<file path="config.mk">
export PLATFORM = sky130hd
export DESIGN_NAME = stable_priority_queue
export DESIGN_NICKNAME = d
export VERILOG_FILES = /design/src/spq_pkg.sv /design/src/stable_priority_queue.sv /design/src/spq_store.sv
export SDC_FILE = /design/constraint.sdc
export NUM_CORES = 1
export LEC_CHECK = 0
export ABC_AREA = 0
export BUFFER_PORTS_ARGS = -buffer_cell sky130_fd_sc_hd__buf_4
export CORE_ASPECT_RATIO = 0.5
export CORE_MARGIN = 4
export CORE_UTILIZATION = 35
export CTS_CLUSTER_SIZE = 30
export DETAILED_ROUTE_END_ITERATION = 8
export HOLD_SLACK_MARGIN = 0.06
export PLACE_DENSITY = 0.52
export SLEW_MARGIN = 15
export SYNTH_ARGS = -nofsm -noshare
export SYNTH_HDL_FRONTEND = slang
export SYNTH_HIERARCHICAL = 1
export SYNTH_SLANG_ARGS = --single-unit
</file>
<file path="constraint.sdc">
create_clock -name clk -period 5.23 [get_ports clk]
set_input_delay 0.7845 -clock clk [delete_from_list [all_inputs] [get_ports clk]]
set_output_delay 0.7845 -clock clk [all_outputs]
set_load 0.05 [all_outputs]
</file>
<file path="src/spq_pkg.sv">
// Shared types and constants for the stable priority queue.
// Used by spq_store and stable_priority_queue; depends on nothing.
package spq_pkg;

  // Store geometry
  localparam int CAPACITY = 16;
  localparam int IDX_W    = (CAPACITY > 1) ? $clog2(CAPACITY) : 1;
  localparam int CNT_W    = $clog2(CAPACITY + 1);

  // Field widths
  localparam int ID_W    = 16;
  localparam int SVC_W   = 8;
  localparam int PRI_W   = 4;
  localparam int REQ_W   = 8;
  localparam int STAT_W  = 2;
  localparam int COUNT_W = 5;
  localparam int REG_W   = 4;

  // Command codes
  localparam logic CMD_ENQUEUE = 1'b0;
  localparam logic CMD_DEQUEUE = 1'b1;

  // Configuration register indexes
  localparam logic REG_MIN_PRI = 1'b0;
  localparam logic REG_MAX_PRI = 1'b1;

  // Result status codes
  localparam logic [STAT_W-1:0] STATUS_ENQUEUED = 2'd0;
  localparam logic [STAT_W-1:0] STATUS_SERVED   = 2'd1;
  localparam logic [STAT_W-1:0] STATUS_EMPTY    = 2'd2;
  localparam logic [STAT_W-1:0] STATUS_FULL     = 2'd3;

  typedef struct packed {
    logic [ID_W-1:0]  id;
    logic [SVC_W-1:0] svc;
    logic [PRI_W-1:0] pri;
  } entry_t;

  // Write request from the sequencer to the store
  typedef struct packed {
    logic             en;
    logic [IDX_W-1:0] addr;
    entry_t           data;
  } store_wr_t;

  typedef enum logic [2:0] {
    ST_IDLE,
    ST_SCAN_RD,
    ST_SCAN_CMP,
    ST_PLACE,
    ST_DEQ,
    ST_DONE
  } state_t;

endpackage

</file>
<file path="src/stable_priority_queue.sv">
// Top level of the stable priority queue: sequencer, clamp and count logic.
// Depends on spq_pkg and spq_store.
//
//  channel   signals                                        transfer when
//  -------   ---------------------------------------------  ---------------------
//  command   start, command, customer_id, service_code,     start & !busy
//            priority_request
//  result    done, status, served_id, served_service,       done (one cycle)
//            served_priority, entry_count
//  config    cfg_we, cfg_index, cfg_data                    cfg_we
//
// Entries sit in a circular buffer in service order. A dequeue reads the head
// and registers it in ST_DEQ before done in ST_DONE; from an empty store it goes
// straight to ST_DONE. An enqueue walks back from the tail through the single
// store read port, moving each lower-priority entry one slot down, with a read
// state and a compare state per entry moved; a drop into a full store goes
// straight to ST_DONE.
// rst is synchronous; it empties the queue and loads the register defaults.
// The result cannot be stalled; busy stays high until the cycle after done.
module stable_priority_queue (
  input  logic                          clk,
  input  logic                          rst,
  input  logic                          start,
  output logic                          busy,
  output logic                          done,
  input  logic                          command,
  input  logic [spq_pkg::ID_W-1:0]      customer_id,
  input  logic [spq_pkg::SVC_W-1:0]     service_code,
  input  logic signed [spq_pkg::REQ_W-1:0] priority_request,
  output logic [spq_pkg::STAT_W-1:0]    status,
  output logic [spq_pkg::ID_W-1:0]      served_id,
  output logic [spq_pkg::SVC_W-1:0]     served_service,
  output logic [spq_pkg::PRI_W-1:0]     served_priority,
  output logic [spq_pkg::COUNT_W-1:0]   entry_count,
  input  logic                          cfg_we,
  input  logic                          cfg_index,
  input  logic [spq_pkg::REG_W-1:0]     cfg_data
);
  import spq_pkg::*;

  state_t              state, state_next;
  logic [IDX_W-1:0]    head;
  logic [IDX_W-1:0]    pos;
  logic [CNT_W-1:0]    count;
  logic [STAT_W-1:0]   res_status;
  entry_t              item;
  logic [PRI_W-1:0]    min_pri, max_pri;

  logic                accept;
  logic                is_full;
  logic                is_empty;
  logic                keep_place;
  logic [PRI_W-1:0]    clamped;
  logic signed [REQ_W-1:0] req_raised;
  store_wr_t           wr;
  logic [IDX_W-1:0]    rd_addr;
  entry_t              rd_data;

  // Map an offset from the head onto a slot of the circular buffer
  function automatic logic [IDX_W-1:0] slot_of(input logic [IDX_W-1:0] base,
                                               input logic [IDX_W-1:0] off);
    logic [IDX_W:0] sum;
    sum = {1'b0, base} + {1'b0, off};
    if (sum >= (IDX_W+1)'(CAPACITY)) begin
      sum = sum - (IDX_W+1)'(CAPACITY);
    end
    return sum[IDX_W-1:0];
  endfunction

  assign accept   = start && (state == ST_IDLE);
  assign is_full  = (count == CNT_W'(CAPACITY));
  assign is_empty = (count == '0);
  // Stored entry of equal or higher priority keeps its slot ahead of the new one
  assign keep_place = (rd_data.pri >= item.pri);

  // Raise to the minimum first, then lower to the maximum
  always_comb begin
    req_raised = priority_request;
    if (priority_request < $signed({{(REQ_W-PRI_W){1'b0}}, min_pri})) begin
      req_raised = $signed({{(REQ_W-PRI_W){1'b0}}, min_pri});
    end
    clamped = req_raised[PRI_W-1:0];
    if (req_raised > $signed({{(REQ_W-PRI_W){1'b0}}, max_pri})) begin
      clamped = max_pri;
    end
  end

  // Next state
  always_comb begin
    state_next = state;
    case (state)
      ST_IDLE: begin
        if (start) begin
          if (command == CMD_DEQUEUE) begin
            state_next = is_empty ? ST_DONE : ST_DEQ;
          end else if (is_full) begin
            state_next = ST_DONE;
          end else begin
            state_next = is_empty ? ST_PLACE : ST_SCAN_RD;
          end
        end
      end
      ST_SCAN_RD:  state_next = ST_SCAN_CMP;
      ST_SCAN_CMP: begin
        if (keep_place) begin
          state_next = ST_DONE;
        end else if (pos == IDX_W'(1)) begin
          state_next = ST_PLACE;
        end else begin
          state_next = ST_SCAN_RD;
        end
      end
      ST_PLACE: state_next = ST_DONE;
      ST_DEQ:   state_next = ST_DONE;
      ST_DONE:  state_next = ST_IDLE;
      default:  state_next = ST_IDLE;
    endcase
  end

  // Store access and handshake outputs
  always_comb begin
    wr.en   = 1'b0;
    wr.addr = slot_of(head, pos);
    wr.data = item;
    rd_addr = slot_of(head, pos - IDX_W'(1));
    busy    = 1'b1;
    done    = 1'b0;
    case (state)
      ST_IDLE: begin
        busy    = 1'b0;
        rd_addr = head;
      end
      ST_SCAN_CMP: begin
        wr.en   = 1'b1;
        wr.data = keep_place ? item : rd_data;
      end
      ST_PLACE: wr.en = 1'b1;
      ST_DONE:  done  = 1'b1;
      default: ;
    endcase
  end

  spq_store u_store (
    .clk     (clk),
    .wr      (wr),
    .rd_addr (rd_addr),
    .rd_data (rd_data)
  );

  // Control state
  always_ff @(posedge clk) begin
    if (rst) begin
      state      <= ST_IDLE;
      head       <= '0;
      count      <= '0;
      res_status <= STATUS_ENQUEUED;
    end else begin
      state <= state_next;
      case (state)
        ST_IDLE: begin
          if (start) begin
            if (command == CMD_DEQUEUE) begin
              res_status <= is_empty ? STATUS_EMPTY : STATUS_SERVED;
            end else begin
              res_status <= is_full ? STATUS_FULL : STATUS_ENQUEUED;
            end
          end
        end
        ST_SCAN_CMP: begin
          if (keep_place) begin
            count <= count + CNT_W'(1);
          end
        end
        ST_PLACE: count <= count + CNT_W'(1);
        ST_DEQ: begin
          head  <= slot_of(head, IDX_W'(1));
          count <= count - CNT_W'(1);
        end
        default: ;
      endcase
    end
  end

  // Working entry and scan position
  always_ff @(posedge clk) begin
    if (accept) begin
      pos <= IDX_W'(count);
      if (command == CMD_DEQUEUE) begin
        item <= '0;
      end else begin
        item.id  <= customer_id;
        item.svc <= service_code;
        item.pri <= clamped;
      end
    end else if (state == ST_SCAN_CMP && !keep_place) begin
      pos <= pos - IDX_W'(1);
    end else if (state == ST_DEQ) begin
      item <= rd_data;
    end
  end

  // Configuration registers
  always_ff @(posedge clk) begin
    if (rst) begin
      min_pri <= 4'd0;
      max_pri <= 4'd10;
    end else if (cfg_we) begin
      case (cfg_index)
        REG_MIN_PRI: min_pri <= cfg_data;
        REG_MAX_PRI: max_pri <= cfg_data;
        default: ;
      endcase
    end
  end

  assign status          = res_status;
  assign served_id       = item.id;
  assign served_service  = item.svc;
  assign served_priority = item.pri;
  assign entry_count     = COUNT_W'(count);

  // Checks
  a_count_bound: assert property (@(posedge clk) disable iff (rst)
    count <= CNT_W'(CAPACITY))
    else $error("entry count above capacity");

  a_empty_deq: assert property (@(posedge clk) disable iff (rst)
    accept && command == CMD_DEQUEUE && is_empty |=> done && status == STATUS_EMPTY)
    else $error("dequeue from empty store not reported at once");

  a_full_drop: assert property (@(posedge clk) disable iff (rst)
    accept && command == CMD_ENQUEUE && is_full |=> done && status == STATUS_FULL)
    else $error("enqueue into full store not dropped at once");

  a_served_count: assert property (@(posedge clk) disable iff (rst)
    done && status == STATUS_SERVED |-> count + CNT_W'(1) == $past(count))
    else $error("serve did not lower the count by one");

  a_busy_end: assert property (@(posedge clk) disable iff (rst)
    $fell(busy) |-> $past(done))
    else $error("busy dropped without a result");

endmodule

</file>
<file path="src/spq_store.sv">
// Entry store of the priority queue: one write port and one registered read port.
// Depends on spq_pkg.
module spq_store (
  input  logic                     clk,
  input  spq_pkg::store_wr_t       wr,
  input  logic [spq_pkg::IDX_W-1:0] rd_addr,
  output spq_pkg::entry_t          rd_data
);
  import spq_pkg::*;

  entry_t mem [CAPACITY];

  // Write one entry per cycle
  always_ff @(posedge clk) begin
    if (wr.en) begin
      mem[wr.addr] <= wr.data;
    end
  end

  // Register the read data
  always_ff @(posedge clk) begin
    rd_data <= mem[rd_addr];
  end

endmodule
</file>
[Word-level counts from Yosys, hierarchy flattened]
Memories as Yosys holds them, arrays and structs flattened. A register that Yosys moved wholly into a read port is not among the register bits.
Cells that the tools add are included.
Word-level totals
  output and inout port bits: 37
  word-level logic and storage cells: 84
  register bits: 54
  bits of input ports: 42
  memory bits (writable): 448
  memories: 1
Operators by class
  equality and inequality tests: 10
  multiplexer cells: 32
  order comparisons: 6
  bitwise operators: 1
  $add $sub $neg: 9
  reduce and logical (&&, ||, !) cells: 15
Memories
  u_store.mem: depth 16, width 28, read ports 1, clocked after Yosys merged registers in 1, write ports 1, RTL line spq_store.sv:11  | entry_t mem [CAPACITY];
Operators by type and width (number)
  $mux 28: 6
  $mux 4: 7
  $sub 4x1->4 const B: 4
  $ge 5x5->1 const B: 3
  $pmux 5 s3: 1
  $mux 3: 4
  $pmux 3 s4: 1
  $add 4x4->5: 2
  $mux 2: 5
  $reduce_and 2->1: 5
  $gt 8x5->1: 1
  $lt 8x5->1: 1
  $mux 8: 1
  $eq 3x2->1 const B: 2
  $eq 3x3->1 const B: 2
  $mux 1: 6
  $ne 2x2->1 const B: 3
  $add 4x1->5 const B: 1
  $add 5x1->5 const B: 1
  $eq 5x5->1 const B: 1
  $logic_not 5->1: 1
  $mux 5: 1
  $sub 5x1->5 const B: 1
  $eq 4x1->1 const B: 1
  other kinds (9): 12

[Depth between registers and ports, before layout]
  word-level depth: 6
  depth in mapped cells: 14
  mapped depth without buffers: 13

[Modules after synthesis]
Netlist, hierarchy kept.
By module, submodules not included
  spq_store: cells an instance 735, seq. area each 14013.4 um^2, area an instance 17523.1 um^2, times used 1
  stable_priority_queue: cells an instance 377, seq. area each 1401.3 um^2, area an instance 3558.4 um^2, times used 1

[Worst setup path after synthesis]
Ideal clock, no wire load.
  path kind: register -> register
  from: register head[0]
  to: memory u_store/mem[0][0] in the netlist's numbering, enable pin
  data arrival time: 3617 ps
  data required time: 4782 ps
  path buffers: 0
  clock period less this slack: 4065 ps
  library setup time: 448 ps
  stages on the path, launching flop included: 7
  setup slack: 1165 ps
  cell sequence: dfxtp_1 ha_1 inv_1 fa_1 xnor2_1 or3b_2 nor3_1
RTL lines
  from (decl): RTL line stable_priority_queue.sv:42  | logic [IDX_W-1:0] head;
  from (signal assigned): RTL line stable_priority_queue.sv:176  | head <= slot_of(head, IDX_W'(1));
  to (decl): RTL line spq_store.sv:11

[Worst setup path in the final report]
  from: register min_pri[1]
  to: register item, in the netlist served_priority[0] (data pin)
On the way
  longest elaborated chain between the ends: 6
RTL lines
  from (decl): RTL line stable_priority_queue.sv:47  | logic [PRI_W-1:0] min_pri, max_pri;
  from (signal assigned): RTL line stable_priority_queue.sv:209  | REG_MIN_PRI: min_pri <= cfg_data;
  $lt 8x5->1: RTL line stable_priority_queue.sv:79  | if (priority_request < $signed({{(REQ_W-PRI_W){1'b0}}, min_pri})) begin
  $mux 8 (*): RTL line stable_priority_queue.sv:79
  $gt 8x5->1: RTL line stable_priority_queue.sv:83  | if (req_raised > $signed({{(REQ_W-PRI_W){1'b0}}, max_pri})) begin
  $mux 4 (*): RTL line stable_priority_queue.sv:83
  $mux 28 (*): RTL line stable_priority_queue.sv:188  | if (command == CMD_DEQUEUE) begin
  $mux 28 (*): RTL line stable_priority_queue.sv:186  | if (accept) begin
  to (signal assigned): RTL line stable_priority_queue.sv:198  | item <= rd_data;
  to (decl): RTL line stable_priority_queue.sv:46  | entry_t item;
Every way passes the cells marked *; elsewhere a longest branch is shown, timed or not.
A chain may end at the register's enable or synchronous reset.

==> results.md <==
* Clk_lat worst skew at 0.59 ns
* First-pass GRT wire length at 73840 um
* Via count at 10710
* Post-DP HPWL at 27150 um
* Synthesis-to-layout area growth at 15.29%
* CP Buf/Inv Count at 1
* Max Used Layer: met4
* Drt wl/cell at 23.98 um
* Post-layout min period at 3.629 ns
* Antenna-violating nets left at 0
* GRT overflow at 0
* Final Skew at 0.01566 ns
* Core area at 0.05943 mm2
* CTS Buf Count at 49
* Final setup TNS at 0 ns
* Drt first pass iters at 5
* Setup Viol. Count Final at 0
* Antenna diodes at 0
* Die area at 0.06446 mm2
* Area contributors post-synth: edfxtp_1, mux4_2, dfxtp_1
* Clk sinks at 530
* Largest net degree at the start of global routing at 113
* H-tree Lvls at 2
* Cells along the critical path: inv_1 -> ha_1 -> a21o_1 -> a21o_1 -> a2111oi_0 -> ha_1 -> mux2_2 -> ha_1 -> a41o_1 -> a21o_1 -> and3_1 -> o41ai_1
* RD Place Congestion at 0.7724
* Commonest non-fill, non-tap cell in the layout: edfxtp_1
* Worst Path Required at 5.60 ns
* CTS tree: done
* Worst VDD drop at 0.6170 mV
* Total track usage at 15.33%
* DR WL met3 at 2353 um
* Sequential fraction of the synthesis area at 73.12%
* Met2 routed WL at 22940 um
* CP endpoint kind: flop
* CP Class: flop to flop
* Post-cts resize count at 0
* Maximum clock path buffer count at 3
* Post-Syn Nets at 1181
* Placed insts at 1974
* Status: complete, no violations
* # DRC at 0
* Placement Setup Slack at 1.068 ns
* Final wirelength at 49550 um
* Worst rel slew slack at 22.26%
* Pwr/cell area at 671.4 mW/mm2
* Final Max Slew Viols at 0
* Post-synthesis instance total at 1112
* Drt via density at 5.182
* Final Non-Filler Cells at 2066
* Synth top area share at 68.37%
* Top_reg_cell synth: edfxtp_1
* CP startpoint kind: flop
* Max-cap viol count at 0
* Die X at 355.1 um
* Setup bufs post-CTS at 0
* Proportion of layout cells with a drive suffix above 1 at 24.16%
* Iteration-0 DRC Markers at 752
* Leakage at 8.012 nW
* Row count at 63
* Final Hold Vio Count at 0
* CTS clk-pin slew, worst paths at 0.07 ns
* Post-synth ARST share at 0%
* Seq cells post-synth at 530
* Fin worst setup slack at 1.601 ns
* IO Port Bufs at 78
* Yosys warns at 6
* Vias in the first global route at 11220
* Starting Density at 35.47%
* Met1 wire length at 23290 um
* Netlist cell types at 52
* Post-Synthesis Cell Area at 0.02108 mm2
* Post-Syn Area per Cell at 18.96 um2
* Hold Buf Count CTS at 0
* CP delay by family, top: compound AO/OA/AOI/OAI gates
* Worst Tran Pin Value at 1.160 ns
* Die height at 181.5 um
* Post-synth top area cell: edfxtp_1
* Crit path DAT at 4.00 ns
* Nets@finish at 1282
* Overall power at 16.32 mW
* Initial antenna violation count at 0
* Commonest cells after routing, fill and taps aside: edfxtp_1, buf_4, mux4_2
* I/O pin count at 79
* RSZ-0062 raised after global routing: false
* Slowest CP cell: a2111oi_0
* CP peak stage delay at 0.40 ns
* Fin util at 40.90%
* Crit Path Max Fanout at 8
* CTS root buffer: clkbuf_16
* Post-synth EDFFs at 480
* Worst hold path class: input pin to flop
* Final Cycle Share at 69.39%
* Max Fclk at 0.2756 GHz
-- routing by layer --
metal	up-vias	global-route usage, %
li1	4688	-
met1	5693	22.48
met2	256	24.36
met3	69	2.269
met4	0	3.383
met5	-	0
-- flip-flops by register name, summed over array words and instances, names as in the netlist --
name	cells
state	3
head	4
entry_count	5
u_store/mem	448
max_pri	4
served_service	8
min_pri	4
served_priority	4
pos	4
u_store/rd_data	28
status	2
served_id	16
-- worst reg2reg max path: stages, from the launching register on --
cell and delay, ns:
dfxtp_1 0.35, inv_1 0.06, ha_1 0.27, a21o_1 0.16, a21o_1 0.17, a2111oi_0 0.40
ha_1 0.37, mux2_2 0.31, ha_1 0.31, a41o_1 0.24, a21o_1 0.22, and3_1 0.19
o41ai_1 0.35
-- through the flow --
stage | instance area, um2 | hold slack (ns)
global route | 24310 | 0.4544
CTS | 24310 | 0.4326
finish | 24310 | 0.4623
detailed placement | 22750 | 0.4800
global placement | 22750 | 0.4746
floorplan | 21080 | 0.4491
-- cells by family after synthesis --
family | after synthesis | share of synthesized area [%]
AO/OA/AOI/OAI | 136 | 4.267
buffers and inverters | 79 | 2.071
multiplexers | 151 | 14.28
flip-flops | 530 | 73.12
XOR/XNOR | 13 | 0.5401
AND/OR/NAND/NOR | 176 | 4.012
adder cells (fa/ha/maj) | 27 | 1.709
-- worst paths after layout --
kind | startpoint | endpoint | slack, ns | depth (start not counted)
min reg2reg | status[0]$_SDFFE_PP0P_ | status[0]$_SDFFE_PP0P_ | 0.49 | 2
max reg2reg | min_pri[1]$_SDFFE_PP0P_ | served_priority[0]$_DFFE_PP_ | 1.60 | 12
min | cfg_data[1] | min_pri[1]$_SDFFE_PP0P_ | 0.46 | 3
max | min_pri[1]$_SDFFE_PP0P_ | served_priority[0]$_DFFE_PP_ | 1.60 | 12
-- final cells by class --
class / count / area (um2)
clock inverters: 29 / 249.0
inverters: 25 / 93.84
well taps: 812 / 1016
clock buffers: 63 / 1309
fillers: 5312 / 35130
repair buffers: 104 / 855.8
flip-flops and latches: 530 / 15410
multi-input cells: 503 / 5368
-- where the power goes --
group	leakage [nW]	internal [mW]	switching [mW]
Clock	0.757	1.89	1.59
Sequential	4.77	5.96	0.251
Combinational	2.49	2.59	4.04
-- cell usage after synthesis, types with 5 or more instances --
library cell    n
a21o_1          7
a21oi_1        23
a22oi_1        56
buf_12          5
buf_2           7
clkbuf_1       33
dfxtp_1        50
edfxtp_1      480
ha_1           24
inv_1          23
mux2_1         29
mux2i_1         6
mux4_1         15
mux4_2         97
nand2_1        71
nand2b_1       30
nor2_1         36
nor2b_1         6
nor3_1          8
o21ai_0        22
o21ai_1        13
xnor2_1         7
xor2_1          6
No activity file was read; power rests on OpenSTA's default activity.
